--- src/telegram_length_and_checksum_check_assert.svh ---
// ----------------------------------------------------------------------------
// Telegram check assertion macros
// Shared property wrappers for the telegram length and checksum check block.
// ----------------------------------------------------------------------------
`ifndef TELEGRAM_LENGTH_AND_CHECKSUM_CHECK_ASSERT_SVH
`define TELEGRAM_LENGTH_AND_CHECKSUM_CHECK_ASSERT_SVH

// Same-cycle implication, disabled while reset is asserted.
`define TLCC_ASSERT_IMP(lbl, clk, rstn, ante, cons) \
    lbl: assert property (@(posedge clk) disable iff (!(rstn)) (ante) |-> (cons)) \
        else $error("telegram check: same-cycle property failed");

// Next-cycle implication, disabled while reset is asserted.
`define TLCC_ASSERT_NXT(lbl, clk, rstn, ante, cons) \
    lbl: assert property (@(posedge clk) disable iff (!(rstn)) (ante) |=> (cons)) \
        else $error("telegram check: next-cycle property failed");

`endif

--- src/tlcc_pkg.sv ---
// ----------------------------------------------------------------------------
// Telegram check package
// Types, status codes and the per-byte helper functions of the block.
// ----------------------------------------------------------------------------
package tlcc_pkg;

    localparam int W_BYTE = 8;
    localparam int W_LEN  = 5;
    localparam int W_SUM  = 9;

    localparam logic [W_LEN-1:0] MIN_LENGTH_RESET = 5'd6;
    localparam logic [W_LEN-1:0] COUNT_MAX        = 5'd31;
    localparam logic [W_LEN-1:0] IDX_LENGTH_BYTE  = 5'd1;
    localparam logic [W_LEN-1:0] IDX_SUM_BYTE     = 5'd2;

    localparam logic [W_LEN-1:0] LEN_CODE0 = 5'd6;
    localparam logic [W_LEN-1:0] LEN_CODE1 = 5'd8;
    localparam logic [W_LEN-1:0] LEN_CODE2 = 5'd12;
    localparam logic [W_LEN-1:0] LEN_CODE3 = 5'd20;

    typedef enum logic [1:0] {
        ST_VALID   = 2'd0,
        ST_MORE    = 2'd1,
        ST_BAD_SUM = 2'd2
    } t_status;

    typedef struct packed {
        logic              last;
        logic [W_BYTE-1:0] data;
    } t_item;

    typedef struct packed {
        logic [W_BYTE-1:0] computed_sum;
        logic [W_LEN-1:0]  frame_length;
        t_status           status;
    } t_result;

    // Telegram length selected by bits 3:2 of the header byte.
    function automatic logic [W_LEN-1:0] length_code(input logic [W_BYTE-1:0] b);
        logic [W_LEN-1:0] len;
        case (b[3:2])
            2'd0: begin
                len = LEN_CODE0;
            end
            2'd1: begin
                len = LEN_CODE1;
            end
            2'd2: begin
                len = LEN_CODE2;
            end
            default: begin
                len = LEN_CODE3;
            end
        endcase
        return len;
    endfunction

    // Add the byte, rotate the 9-bit value left by two, fold bit 8 back as +1.
    function automatic logic [W_SUM-1:0] sum_update(input logic [W_SUM-1:0] sum,
                                                    input logic [W_BYTE-1:0] b);
        logic [W_SUM-1:0] v;
        logic [W_SUM-1:0] r;
        v = sum + W_SUM'(b);
        r = {v[W_SUM-3:0], v[W_SUM-1:W_SUM-2]};
        if (r[W_SUM-1]) begin
            r = {1'b0, r[W_SUM-2:0]} + W_SUM'(1);
        end
        return r;
    endfunction

endpackage

--- src/telegram_length_and_checksum_check.sv ---
// Timing: an accepted byte beat waits in the input register until the core takes it; the
// edge at which the core takes a buffer's last byte also loads its verdict into the output
// register, and that last byte waits while an earlier verdict there has not been taken.
// Throughput: one byte beat per cycle unless a last byte waits for the output register;
// the per-byte add, rotate, fold is a single stage from input register to checksum state.
// Reset: synchronous, active low; clears all frame state and sets min_length to 6.
// ----------------------------------------------------------------------------
// Telegram length and checksum check
// Checks the length field and 9-bit rotating checksum of received telegrams.
// ----------------------------------------------------------------------------
module telegram_length_and_checksum_check (
    input  logic        i_clk,
    input  logic        i_rst_n,
    // Configuration: min_length
    input  logic        i_cfg_we,
    input  logic [4:0]  i_cfg_wdata,
    // Byte stream in
    input  logic        i_s_tvalid,
    output logic        o_s_tready,
    input  logic [7:0]  i_s_tdata,   // [7:0] data_byte
    input  logic        i_s_tlast,   // end_of_buffer
    // Verdict stream out
    output logic        o_m_tvalid,
    input  logic        i_m_tready,
    output logic [15:0] o_m_tdata    // [1:0] status, [6:2] frame_length,
                                     // [14:7] computed_sum, [15] zero
);

    // Each byte beat first lands in an input register. From there it is taken
    // by the core, which updates the byte count, length and checksum state in
    // one step. Only the last byte of a buffer yields a verdict, so ordinary
    // bytes advance freely; the last byte waits only while the output register
    // is still holding an earlier verdict that has not been taken.

    tlcc_pkg::t_item   in_item;
    tlcc_pkg::t_item   held_item;
    logic              held_valid;
    logic              advance;
    logic              out_free;
    logic              out_load;
    tlcc_pkg::t_result core_result;
    tlcc_pkg::t_result out_result;

    assign in_item.data = i_s_tdata;
    assign in_item.last = i_s_tlast;

    assign advance  = held_valid && (!held_item.last || out_free);
    assign out_load = advance && held_item.last;

    tlcc_in_reg u_in_reg (
        .i_clk     (i_clk),
        .i_rst_n   (i_rst_n),
        .i_valid   (i_s_tvalid),
        .o_ready   (o_s_tready),
        .i_item    (in_item),
        .i_advance (advance),
        .o_valid   (held_valid),
        .o_item    (held_item)
    );

    tlcc_core u_core (
        .i_clk       (i_clk),
        .i_rst_n     (i_rst_n),
        .i_cfg_we    (i_cfg_we),
        .i_cfg_wdata (i_cfg_wdata),
        .i_fire      (advance),
        .i_item      (held_item),
        .o_result    (core_result)
    );

    tlcc_out_reg u_out_reg (
        .i_clk    (i_clk),
        .i_rst_n  (i_rst_n),
        .i_load   (out_load),
        .i_result (core_result),
        .o_free   (out_free),
        .o_valid  (o_m_tvalid),
        .i_ready  (i_m_tready),
        .o_result (out_result)
    );

    // The verdict packs status lowest, then frame length, then the checksum.
    assign o_m_tdata = {1'b0, out_result};

endmodule

--- src/tlcc_in_reg.sv ---
// ----------------------------------------------------------------------------
// Telegram check input register
// Holds one received beat until the checksum core has taken it.
// ----------------------------------------------------------------------------
module tlcc_in_reg (
    input  logic            i_clk,
    input  logic            i_rst_n,
    input  logic            i_valid,
    output logic            o_ready,
    input  tlcc_pkg::t_item i_item,
    input  logic            i_advance,
    output logic            o_valid,
    output tlcc_pkg::t_item o_item
);

    logic            r_valid;
    logic            n_valid;
    tlcc_pkg::t_item r_item;
    logic            load;

    assign o_ready = !r_valid || i_advance;
    assign load    = i_valid && o_ready;

    always_comb begin
        n_valid = r_valid;
        if (load) begin
            n_valid = 1'b1;
        end else if (i_advance) begin
            n_valid = 1'b0;
        end
    end

    always_ff @(posedge i_clk) begin
        if (!i_rst_n) begin
            r_valid <= 1'b0;
        end else begin
            r_valid <= n_valid;
        end
    end

    always_ff @(posedge i_clk) begin
        if (load) begin
            r_item <= i_item;
        end
    end

    assign o_valid = r_valid;
    assign o_item  = r_item;

endmodule

--- src/tlcc_core.sv ---
// ----------------------------------------------------------------------------
// Telegram check core
// Per-byte length decode, checksum update and end-of-buffer verdict.
// ----------------------------------------------------------------------------
`include "telegram_length_and_checksum_check_assert.svh"

module tlcc_core (
    input  logic                             i_clk,
    input  logic                             i_rst_n,
    input  logic                             i_cfg_we,
    input  logic [tlcc_pkg::W_LEN-1:0]       i_cfg_wdata,
    input  logic                             i_fire,
    input  tlcc_pkg::t_item                  i_item,
    output tlcc_pkg::t_result                o_result
);

    logic [tlcc_pkg::W_LEN-1:0]  r_min_length;
    logic [tlcc_pkg::W_LEN-1:0]  r_byte_count;
    logic [tlcc_pkg::W_LEN-1:0]  r_expected_length;
    logic [tlcc_pkg::W_SUM-1:0]  r_running_sum;
    logic [tlcc_pkg::W_BYTE-1:0] r_received_sum;
    logic                        r_frame_done;

    logic [tlcc_pkg::W_LEN-1:0]  n_byte_count;
    logic [tlcc_pkg::W_LEN-1:0]  n_expected_length;
    logic [tlcc_pkg::W_SUM-1:0]  n_running_sum;
    logic [tlcc_pkg::W_BYTE-1:0] n_received_sum;
    logic                        n_frame_done;
    tlcc_pkg::t_status           status;
    logic                        sum_at_top;
    logic                        sum_low_zero;
    logic                        length_ok;

    always_comb begin
        n_expected_length = r_expected_length;
        n_received_sum    = r_received_sum;
        n_running_sum     = r_running_sum;
        if (!r_frame_done) begin
            if (r_byte_count == tlcc_pkg::IDX_LENGTH_BYTE) begin
                n_expected_length = tlcc_pkg::length_code(i_item.data);
            end
            if (r_byte_count == tlcc_pkg::IDX_SUM_BYTE) begin
                n_received_sum = i_item.data;
            end else begin
                n_running_sum = tlcc_pkg::sum_update(r_running_sum, i_item.data);
            end
        end
        n_byte_count = (r_byte_count != tlcc_pkg::COUNT_MAX) ?
                       r_byte_count + tlcc_pkg::W_LEN'(1) : r_byte_count;
        n_frame_done = r_frame_done ||
                       ((n_expected_length != '0) && (n_byte_count == n_expected_length));
    end

    always_comb begin
        if ((n_byte_count < r_min_length) || !n_frame_done) begin
            status = tlcc_pkg::ST_MORE;
        end else if (n_running_sum[tlcc_pkg::W_BYTE-1:0] != n_received_sum) begin
            status = tlcc_pkg::ST_BAD_SUM;
        end else begin
            status = tlcc_pkg::ST_VALID;
        end
    end

    assign o_result.status       = status;
    assign o_result.frame_length = n_expected_length;
    assign o_result.computed_sum = n_running_sum[tlcc_pkg::W_BYTE-1:0];

    always_ff @(posedge i_clk) begin
        if (!i_rst_n) begin
            r_min_length <= tlcc_pkg::MIN_LENGTH_RESET;
        end else if (i_cfg_we) begin
            r_min_length <= i_cfg_wdata;
        end
    end

    // The last byte of a buffer clears the frame state for the next buffer.
    always_ff @(posedge i_clk) begin
        if (!i_rst_n) begin
            r_byte_count      <= '0;
            r_expected_length <= '0;
            r_running_sum     <= '0;
            r_received_sum    <= '0;
            r_frame_done      <= 1'b0;
        end else if (i_fire) begin
            if (i_item.last) begin
                r_byte_count      <= '0;
                r_expected_length <= '0;
                r_running_sum     <= '0;
                r_received_sum    <= '0;
                r_frame_done      <= 1'b0;
            end else begin
                r_byte_count      <= n_byte_count;
                r_expected_length <= n_expected_length;
                r_running_sum     <= n_running_sum;
                r_received_sum    <= n_received_sum;
                r_frame_done      <= n_frame_done;
            end
        end
    end

    // A folded checksum only reaches bit 8 as exactly 256.
    assign sum_at_top   = r_running_sum[tlcc_pkg::W_SUM-1];
    assign sum_low_zero = (r_running_sum[tlcc_pkg::W_BYTE-1:0] == '0);
    assign length_ok    = (r_expected_length == '0) ||
                          (r_expected_length == tlcc_pkg::LEN_CODE0) ||
                          (r_expected_length == tlcc_pkg::LEN_CODE1) ||
                          (r_expected_length == tlcc_pkg::LEN_CODE2) ||
                          (r_expected_length == tlcc_pkg::LEN_CODE3);

    `TLCC_ASSERT_IMP(a_done_has_length, i_clk, i_rst_n, r_frame_done, r_expected_length != '0)
    `TLCC_ASSERT_IMP(a_sum_folded, i_clk, i_rst_n, sum_at_top, sum_low_zero)
    `TLCC_ASSERT_IMP(a_length_legal, i_clk, i_rst_n, 1'b1, length_ok)
    `TLCC_ASSERT_NXT(a_clear_after_last, i_clk, i_rst_n, i_fire && i_item.last, (r_byte_count == '0) && !r_frame_done)

endmodule

--- src/tlcc_out_reg.sv ---
// ----------------------------------------------------------------------------
// Telegram check output register
// Holds one verdict beat until the downstream side takes it.
// ----------------------------------------------------------------------------
module tlcc_out_reg (
    input  logic              i_clk,
    input  logic              i_rst_n,
    input  logic              i_load,
    input  tlcc_pkg::t_result i_result,
    output logic              o_free,
    output logic              o_valid,
    input  logic              i_ready,
    output tlcc_pkg::t_result o_result
);

    logic              r_valid;
    logic              n_valid;
    tlcc_pkg::t_result r_result;

    assign o_free = !r_valid || i_ready;

    always_comb begin
        n_valid = r_valid;
        if (i_load) begin
            n_valid = 1'b1;
        end else if (i_ready) begin
            n_valid = 1'b0;
        end
    end

    always_ff @(posedge i_clk) begin
        if (!i_rst_n) begin
            r_valid <= 1'b0;
        end else begin
            r_valid <= n_valid;
        end
    end

    always_ff @(posedge i_clk) begin
        if (i_load) begin
            r_result <= i_result;
        end
    end

    assign o_valid  = r_valid;
    assign o_result = r_result;

endmodule

--- config.mk ---
export PLATFORM = sky130hd
export DESIGN_NAME = telegram_length_and_checksum_check
export DESIGN_NICKNAME = d
export VERILOG_FILES = /design/src/tlcc_pkg.sv /design/src/telegram_length_and_checksum_check.sv /design/src/tlcc_in_reg.sv /design/src/tlcc_core.sv /design/src/tlcc_out_reg.sv
export VERILOG_INCLUDE_DIRS = /design/src /design/src/src
export SDC_FILE = /design/constraint.sdc
export NUM_CORES = 1
export LEC_CHECK = 0
export BUFFER_PORTS_ARGS = -buffer_cell sky130_fd_sc_hd__buf_2
export CORE_ASPECT_RATIO = 0.5
export CORE_MARGIN = 2
export CORE_UTILIZATION = 55
export DETAILED_ROUTE_END_ITERATION = 16
export PLACE_DENSITY = 0.71
export SETUP_SLACK_MARGIN = 0.02
export SLEW_MARGIN = 20
export SYNTH_ARGS = -nofsm -noshare
export SYNTH_HDL_FRONTEND = slang
export SYNTH_SLANG_ARGS = --single-unit
--- constraint.sdc ---
create_clock -name i_clk -period 4.25 [get_ports i_clk]
set_clock_uncertainty 0.15 [all_clocks]
set_input_delay 0.6375 -clock i_clk [delete_from_list [all_inputs] [get_ports i_clk]]
set_output_delay 0.6375 -clock i_clk [all_outputs]
set_load 0.005 [all_outputs]
==> summary.md <==
| Metric | Value |
|---|---|
| Clk slew on worst S/H paths | `0.05 ns` |
| Worst Path Required | `4.18 ns` |
| WL met1 | `3.71 mm` |
| 1st-pass router iterations | `4` |
| Asr flop ratio synth | `0%` |
| Top_reg_cell synth | `dfxtp_1` |
| Layout area overhead | `15.6%` |
| Static leakage power | `1.59 nW` |
| Placed cell area | `3670 um^2` |
| Setup TNS Final | `0 ns` |
| Simple-gate share of the synthesized area | `18.4%` |
| Final period util | `95.9%` |
| Metal2 WL | `3.72 mm` |
| Status | `complete, no violations` |
| Largest family of logic cells by synthesized area | `simple AND/OR/NAND/NOR gates` |
| Post-synthesis xor/xnor area fraction | `4.57%` |
| Post-synth EDFFs | `24` |
| Filler cells | `521` |
| Ant diodes | `0` |
| Total core area | `6060 um^2` |
| Die area | `6960 um^2` |
| Via count | `2719` |
| Vias in the first global route | `2605` |
| GRT Total Usage | `24.7%` |
| Area leader, netlist | `edfxtp_1` |
| Syn_nets | `395` |
| Total Routed Length | `7.92 mm` |
| Mapped cell area | `3450 um^2` |
| Post-route ant nets | `0` |
| Synth top area share | `20.9%` |
| WP data arrival | `4.00 ns` |
| Clk sinks | `59` |
| First-pass GRT wire length | `12.7 mm` |
| Vias/cell | `5.62` |
| CP Class | `reg2reg` |
| Final Max Slew Viols | `0` |
| Synth Register Bits | `59` |
| CTS tree | `done` |
| Final hold viol count | `0` |
| CTS Buffer Depth | `2` |
| Final Cell Area | `3990 um^2` |
| Clock period minus worst slack | `4.08 ns` |
| Layout Nets | `430` |
| Finished Layout Cells | `484` |
| Routability Congestion | `0.862` |
| Initial DRC count | `206` |
| PD cells | `380 nW/um^2` |
| Crit path capture type | `register` |
| Die Span X | `116 um` |
| Post-Synth Adder-Cell Area | `7.47%` |
| Final routed DRC violation total | `0` |
| Starting Density | `57.0%` |
| Worst slew margin | `47.8%` |
| RR Startpoint | `u_in_reg.o_item[0]$_DFFE_PP_` |
| F_max | `245 MHz` |
| Detailed-route wire length per cell | `16.4 um` |
| CP Max Fanout | `4` |
| Mapped Cells | `356` |
| Mux cell area share after synthesis | `5.37%` |
| RSZ-0062 raised after global routing | `no` |
| Worst-Margin Slew | `0.782 ns` |
| Largest net degree at the start of global routing | `35` |
| Rows | `20` |
| Hpwl dp | `5.64 mm` |
| Final setup fails | `0` |
| Io pins | `37` |
| VDD IR max | `0.000212 V` |
| Yosys warnings | `0` |
| Buffers added on ports | `35` |
| Hold WS | `0.323 ns` |
| Synth area leaders | `edfxtp_1, dfxtp_1, ha_1` |
| Critical Path Source | `u_in_reg.o_item[0]$_DFFE_PP_` |
| Distinct cells, synth | `55` |
| Worst Hold Class | `in2reg` |
| Die span in y | `60.0 um` |
| FF-to-FF End | `u_out_reg.o_result[1]$_SDFFCE_PP0P_` |
| CTS Root Cell | `clkbuf_16` |
| Placed cells | `467` |
| Flop2flop setup slack | `0.17 ns` |
| Highest metal layer with signal wires | `met4` |
| HP Start | `i_s_tdata[7]` |
| Max H-tree Level | `3` |
| Compound-Gate Fraction of Synth Area | `18.1%` |
| Antenna violations before repair | `0` |
| Fraction of layout cells with a size suffix above 1 | `18.4%` |
| TritonCTS Buffers | `9` |
| CP endpoint | `u_out_reg.o_result[1]$_SDFFCE_PP0P_` |
| Critical Path Start Type | `register` |
| Metal3 WL | `399 um` |
| Overflow left after global routing | `0` |
| Worst-Skew Late Latency | `0.34 ns` |
| Max cap viols | `0` |
| Reg2reg path depth | `17` |
| Seq/Total Area, Yosys | `41.2%` |
| Synth Area per Inst | `9.69 um^2` |
## state kept, by name, indices dropped and copies added, names as in the netlist
| name | cells |
|---|---|
| u_core.r_byte_count | 5 |
| u_core.r_running_sum | 9 |
| u_out_reg.o_result | 15 |
| u_in_reg.o_item | 9 |
| u_core.r_min_length | 5 |
| u_core.r_received_sum | 8 |
| u_core.r_frame_done | 1 |
| u_out_reg.o_valid | 1 |
| u_in_reg.o_valid | 1 |
| u_core.r_expected_length | 5 |
## cell type report
type / instances / area [um^2] / area share (%)
Clock buffer: 11 / 243 / 6.09
Sequential cell: 59 / 1420 / 35.6
Timing Repair Buffer: 38 / 198 / 4.96
Multi-Input combinational cell: 260 / 1880 / 47.1
Clock inverter: 5 / 52.6 / 1.32
Tap cell: 88 / 110 / 2.76
Inverter: 23 / 86.3 / 2.17
## kinds of logic after synthesis
kind of cell | Yosys count
and+or+nand+nor | 118
AOI/OAI and AO/OA | 85
DFF | 59
buffers and inverters | 37
adders and majority gates | 20
xor gates and xnor gates | 18
muxes | 18
other | 1
## where the power goes
group	switching (mW)	internal [mW]
combinational	0.102	0.0708
sequential	0.0138	0.611
clock	0.252	0.466
## Yosys cell counts (4+ instances only)
cell,count
a21boi_0,4
a21oi_1,15
a22oi_1,21
and2_1,5
and3_1,4
clkbuf_1,9
dfxtp_1,35
edfxtp_1,24
ha_1,19
inv_1,23
mux2_2,4
mux2i_1,14
nand2_1,25
nand2b_1,6
nand3_1,14
nor2_1,13
nor2b_1,29
o21a_1,4
o21ai_0,12
o21ai_1,5
or3_1,4
xnor2_1,9
xor2_1,9
## stage by stage
step	worst slack (ns)	util, %	power (mW)
3_5_place_dp	0.177	60.6	0.803
4_1_cts	0.168	65.5	1.52
3_3_place_gp	0.324	60.6	0.798
2_1_floorplan	0.375	-	0.759
5_1_grt	0.0175	65.8	1.56
6_report	0.175	65.8	1.51
## per-layer routing
layer	global-route usage, %	vias up
met1	32.3	1304
met5	0	-
met3	7.51	11
met4	7.65	0
met2	40.1	65
li1	-	1339
## placed cells by master (no fill, tap or decap), types with 5 or more instances in the layout
cell type and count:
and2_1 5, buf_2 35, o21ai_1 5, a21oi_1 15, mux2i_1 14, xnor2_1 9
o21ai_0 12, ha_1 17, a22oi_1 21, xor2_1 9, nand2_1 25, dfxtp_1 35
edfxtp_1 24, clkbuf_16 9, nand3_1 14, inv_1 23, nor2_1 13, nand2b_1 6
nor2b_1 28
## how the worst min path moves through the flow
stage / end / slack [ns] / cells past startpoint
after global routing: u_in_reg.o_item[5]$_DFFE_PP_ / 0.32 / 1
final: u_in_reg.o_item[7]$_DFFE_PP_ / 0.32 / 1
after detailed placement: u_core.r_min_length[1]$_SDFFE_PN1P_ / 0.34 / 2
after global placement: u_core.r_min_length[2]$_SDFFE_PN1P_ / 0.33 / 2
after floorplan: u_core.r_min_length[1]$_SDFFE_PN1P_ / 0.31 / 2
after CTS: u_in_reg.o_item[7]$_DFFE_PP_ / 0.32 / 1
## critical path, stage by stage (launching register included)
cell and delay [ns]:
edfxtp_1 0.39, ha_2 0.22, inv_1 0.05, fa_1 0.39, nand2b_2 0.22, a211oi_4 0.35, nor2_2 0.09, a221oi_4 0.28
ha_2 0.22, nor2b_2 0.14, nand3_1 0.08, nor3_1 0.15, nand3_1 0.11, xnor2_1 0.16, mux2i_1 0.28, xnor2_1 0.17
nand2_1 0.08, o41a_1 0.30
## repair_timing
action / in CTS / in global routing
gates resized for setup: 0 / 3
hold buffers: 0 / 0
setup buffers: 0 / 1
endpoints found under the setup margin: 0 / 1
Power figures use the tool's default switching activity.
